<file path="config.mk">
export PLATFORM = sky130hd
export DESIGN_NAME = pms_controller
export DESIGN_NICKNAME = d
export VERILOG_FILES = /design/src/design/pms_pkg.sv /design/src/design/pms_controller.sv
export SDC_FILE = /design/constraint.sdc
export NUM_CORES = 1
export LEC_CHECK = 0
export ABC_AREA = 1
export ABC_CLOCK_PERIOD_IN_PS = 1800
export CORE_AREA = 2 2 39 41
export DETAILED_ROUTE_END_ITERATION = 16
export DIE_AREA = 0 0 41 43
export DONT_BUFFER_PORTS = 1
export PLACE_DENSITY = 0.47
export SYNTH_ARGS = -nofsm -noshare
export SYNTH_HDL_FRONTEND = slang
export SYNTH_SLANG_ARGS = --single-unit
</file>
<file path="constraint.sdc">
create_clock -name clk -period 1.8 [get_ports clk]
set_clock_uncertainty 0.1 [all_clocks]
set_input_delay 0.54 -clock clk [delete_from_list [all_inputs] [get_ports clk]]
set_output_delay 0.54 -clock clk [all_outputs]
set_load 0.02 [all_outputs]
</file>
<file path="src/design/pms_pkg.sv">
// shared types and codes for the partitioned multi-stack
package pms_pkg;

  localparam int REC_W      = 31;
  localparam int SCORE_W    = 32;
  localparam int STACK_ID_W = 4;

  typedef enum logic [1:0] {
    ACT_PUSH  = 2'd0,
    ACT_POP   = 2'd1,
    ACT_CLEAR = 2'd2,
    ACT_READ  = 2'd3
  } action_t;

  typedef enum logic [1:0] {
    ST_OK      = 2'd0,
    ST_INVALID = 2'd1,
    ST_FULL    = 2'd2,
    ST_EMPTY   = 2'd3
  } status_t;

  typedef enum logic [1:0] {
    ADDR_PUSH = 2'd0,
    ADDR_TOP  = 2'd1,
    ADDR_NEXT = 2'd2
  } addr_sel_t;

  typedef enum logic [1:0] {
    CNT_HOLD = 2'd0,
    CNT_INC  = 2'd1,
    CNT_DEC  = 2'd2,
    CNT_CLR  = 2'd3
  } cnt_op_t;

  typedef struct packed {
    logic      load;
    logic      ram_we;
    logic      ram_re;
    addr_sel_t addr_sel;
    cnt_op_t   cnt_op;
    logic      rd_load;
    logic      rd_step;
    logic      emit;
    status_t   emit_status;
    logic      emit_data;
    logic      emit_last;
  } ctrl_cmd_t;

  typedef struct packed {
    logic    id_ok;
    action_t action;
    logic    full;
    logic    empty;
    logic    rd_last;
  } ctrl_stat_t;

endpackage

</file>
<file path="src/design/pms_controller.sv">
// controller: sequences one command through check, ram access and result beats
module pms_controller (
  input  logic                clk,
  input  logic                rst,
  input  logic                start,
  output logic                busy,
  input  pms_pkg::ctrl_stat_t stat,
  output pms_pkg::ctrl_cmd_t  cmd
);
  import pms_pkg::*;

  typedef enum logic [3:0] {
    S_IDLE  = 4'b0001,
    S_EXEC  = 4'b0010,
    S_POP   = 4'b0100,
    S_DRAIN = 4'b1000
  } state_t;

  state_t state;
  state_t state_next;

  always_ff @(posedge clk) begin
    if (rst) begin
      state <= S_IDLE;
    end else begin
      state <= state_next;
    end
  end

  assign busy = state != S_IDLE;

  always_comb begin
    cmd         = '0;
    cmd.load    = start && !busy;
    state_next  = state;
    case (state)
      S_IDLE: begin
        if (start) begin
          state_next = S_EXEC;
        end
      end
      S_EXEC: begin
        state_next      = S_IDLE;
        cmd.emit        = 1'b1;
        cmd.emit_last   = 1'b1;
        cmd.emit_status = ST_OK;
        if (!stat.id_ok) begin
          cmd.emit_status = ST_INVALID;
        end else begin
          case (stat.action)
            ACT_PUSH: begin
              if (stat.full) begin
                cmd.emit_status = ST_FULL;
              end else begin
                cmd.ram_we   = 1'b1;
                cmd.addr_sel = ADDR_PUSH;
                cmd.cnt_op   = CNT_INC;
              end
            end
            ACT_POP: begin
              if (stat.empty) begin
                cmd.emit_status = ST_EMPTY;
              end else begin
                cmd.emit     = 1'b0;
                cmd.ram_re   = 1'b1;
                cmd.addr_sel = ADDR_TOP;
                cmd.cnt_op   = CNT_DEC;
                state_next   = S_POP;
              end
            end
            ACT_CLEAR: begin
              cmd.cnt_op = CNT_CLR;
            end
            default: begin
              if (stat.empty) begin
                cmd.emit_status = ST_EMPTY;
              end else begin
                cmd.emit     = 1'b0;
                cmd.ram_re   = 1'b1;
                cmd.addr_sel = ADDR_TOP;
                cmd.rd_load  = 1'b1;
                state_next   = S_DRAIN;
              end
            end
          endcase
        end
      end
      S_POP: begin
        cmd.emit        = 1'b1;
        cmd.emit_data   = 1'b1;
        cmd.emit_last   = 1'b1;
        cmd.emit_status = ST_OK;
        state_next      = S_IDLE;
      end
      S_DRAIN: begin
        // each cycle sends the entry read last cycle and fetches the one below
        cmd.emit        = 1'b1;
        cmd.emit_data   = 1'b1;
        cmd.emit_status = ST_OK;
        cmd.emit_last   = stat.rd_last;
        if (stat.rd_last) begin
          state_next = S_IDLE;
        end else begin
          cmd.ram_re   = 1'b1;
          cmd.addr_sel = ADDR_NEXT;
          cmd.rd_step  = 1'b1;
        end
      end
      default: begin
        state_next = S_IDLE;
      end
    endcase
  end

  a_accept_exec: assert property (@(posedge clk) disable iff (rst)
    start && !busy |=> state == S_EXEC)
    else $error("accepted command not executed");

  a_last_ends: assert property (@(posedge clk) disable iff (rst)
    cmd.emit && cmd.emit_last |=> state == S_IDLE)
    else $error("command did not end after its last beat");

  a_ram_busy: assert property (@(posedge clk) disable iff (rst)
    (cmd.ram_we || cmd.ram_re) |-> busy)
    else $error("ram access while idle");

endmodule

</file>
==> metrics.cfg <==
[outcome]
outcome=complete, but fails checks
failed_checks=setup timing

[global_routing]
grt_max_degree=6
first_global_vias=367
grt_pass1_wl_um=1545
antenna_found_initial=0
track_usage=0.1281
overflow=0

[die]
die-area_um2=1763
rows=14
pin_count=24
core_area_um2=1384
die_h_um=43
initial_core_util=0.2866
dieWidth_um=41

[power]
power.density_nw_per_um2=527.6
switching_share=0.3263
leakagePower_nw=0.3143
p_switching_w=0.00009823
combPwrFrac=0.290
intPower_w=0.0002028
clockPowerShare=0.374
ir_drop_v=0.0002587
seqPwrFrac=0.335

[clock_network]
clock_latency_ns=0.24
hold_buffers=0
clkTransAtPathRegs_ns=0.04
cts_made_buffers=3
clock_path_buffers=2
htree_levels=1
cts-root-buf=clkbuf_4
cts_tree=done
cts_sinks=4

[final_layout]
nets=87
finalInstanceArea_um2=570.5
reg_top3=state x4
largest_reg_flops=4
diodes=0
area_growth_pct=43.85
regMostFlops=state
mostFrequentLayoutCell=inv_1
drive_above_1_share=0.5132
layout_common_cells=inv_1 (12), nand2_1 (10), buf_4 (9), nor2_2 (5), nor2_1 (5)

[drt]
drtIter0Drc=1
routedWlPerCell_um=10.27
drt_pass1_iterations=2
ant_nets=0
drc=0
routed_wl_um=945
via_per_inst=4.717
num_vias=434

[synthesis]
synth_area_um2=396.6
syn_inst=63
synth.distinct_cells=19
synth_seq_cells=4
postSynthAreaPerCell_um2=6.296
ys.warnings.count=0
ys_seq_area_frac=0.2019
synth_nets=72

[placed_design]
place_congestion=0.6675
hpwlAfterDp_um=784.7
numPortBuffers=0
dp_slack_ns=0.04053
postPlaceCellArea_um2=479.2

[critical_path]
cp_max_fo=4
crit_family=simple AND/OR/NAND/NOR gates
cp_num_buf_inv=2
critPathArrivalTime_ns=1.21
reg2regPathDepth=8
crit_chain=inv_2 > nor2_4 > nand2_4 > nor2_8 > inv_2 > nor2_4
crit_path_max_incr_delay_ns=0.35
endpoint_kind=primary output
cp-start-kind=register
crit_type=register to primary output
slowest_stage=dfxtp_2
crit_cells=6
worstPathRequired_ns=1.16

[timing]
fin_ws_ns=-0.04542
finalHoldViolations=0
drv_slew=0
slew_headroom=0.8604
period_share=1.025
fin_setup_tns_ns=-0.1267
hold_slack_ns=0.2620
setup_violations=5
fmax_mhz=541.9
tightest_slew_ns=0.2088
rsz0062_at_grt=yes
post-route-min-period_ns=1.845

[hold_path]
hold_path_class=input port to register
holdPathStages=1

[run]
cap_violations=0

==> metal layers <==
metal,track usage,part of all wire,vias to the layer above,routed length [um]
li1,-,-,220,-
met1,0.1306,0.37,194,352
met2,0.2188,0.52,17,495
met3,0.05759,0.095,3,90
met4,0.04000,0.0074,0,7
met5,0,0,-,0
==> timing repair <==
action / CTS / global route
cloned: 0 / 0
resized for setup: 8 / 8
setup buffers: 2 / 0
endpoints found under the setup margin: 10 / 11
pin swaps: 2 / 3
==> cell type report <==
cell class              count  area [um2]
inverters                  15       56.30
flip-flops and latches      4       85.08
multi-input cells          44       307.8
repair buffers             10       78.83
clock buffers               3       22.52
well taps                  16       20.02
fillers                   160       813.3
==> metrics by stage <==
stage               cells  total power [W]    util
detailed placement     87        0.0001771  0.3463
finish                 92        0.0003010  0.4123
global placement       87        0.0001761  0.3463
global route           92        0.0003196  0.4123
floorplan              63        0.0001570       -
CTS                    92        0.0002982  0.3969
==> cells in the mapped netlist, drive strengths merged <==
cell type,instances,share of area
nor3,1,0.013
o21ai,3,0.047
dfxtp,4,0.20
o211ai,1,0.019
nand3,8,0.15
nor2,15,0.24
a21oi,1,0.013
inv,15,0.14
nand2,14,0.16
nand4,1,0.016
==> power by group through the flow <==
stage	clock, W	combinational (W)	sequential [W]
after floorplan	0	0.0000571	0.0000999
after global placement	0	0.0000756	0.000101
after detailed placement	0	0.0000761	0.000101
after CTS	0.000115	0.0000826	0.000100
after global routing	0.000120	0.0000979	0.000102
final	0.000113	0.0000874	0.000101
==> logic make-up (layout without fill, tap and decap cells) <==
| kind of cell | count (synthesis) | after routing | share of synthesized area |
|---|---|---|---|
| compound gates | 5 | 5 | 0.07886 |
| buf+inv | 15 | 28 | 0.1419 |
| flops | 4 | 4 | 0.2019 |
| simple gates | 39 | 39 | 0.5773 |
==> worst paths after layout <==
check / startpoint / to / slack, ns
setup / recovery: state[1] / cmd[6] / -0.05
hold / removal: rst / state[2] / 0.26
setup reg to reg: state[1] / state[0] / 0.59
hold reg to reg: state[3] / state[0] / 0.59
Note: power is estimated with default switching activity, not from simulation.
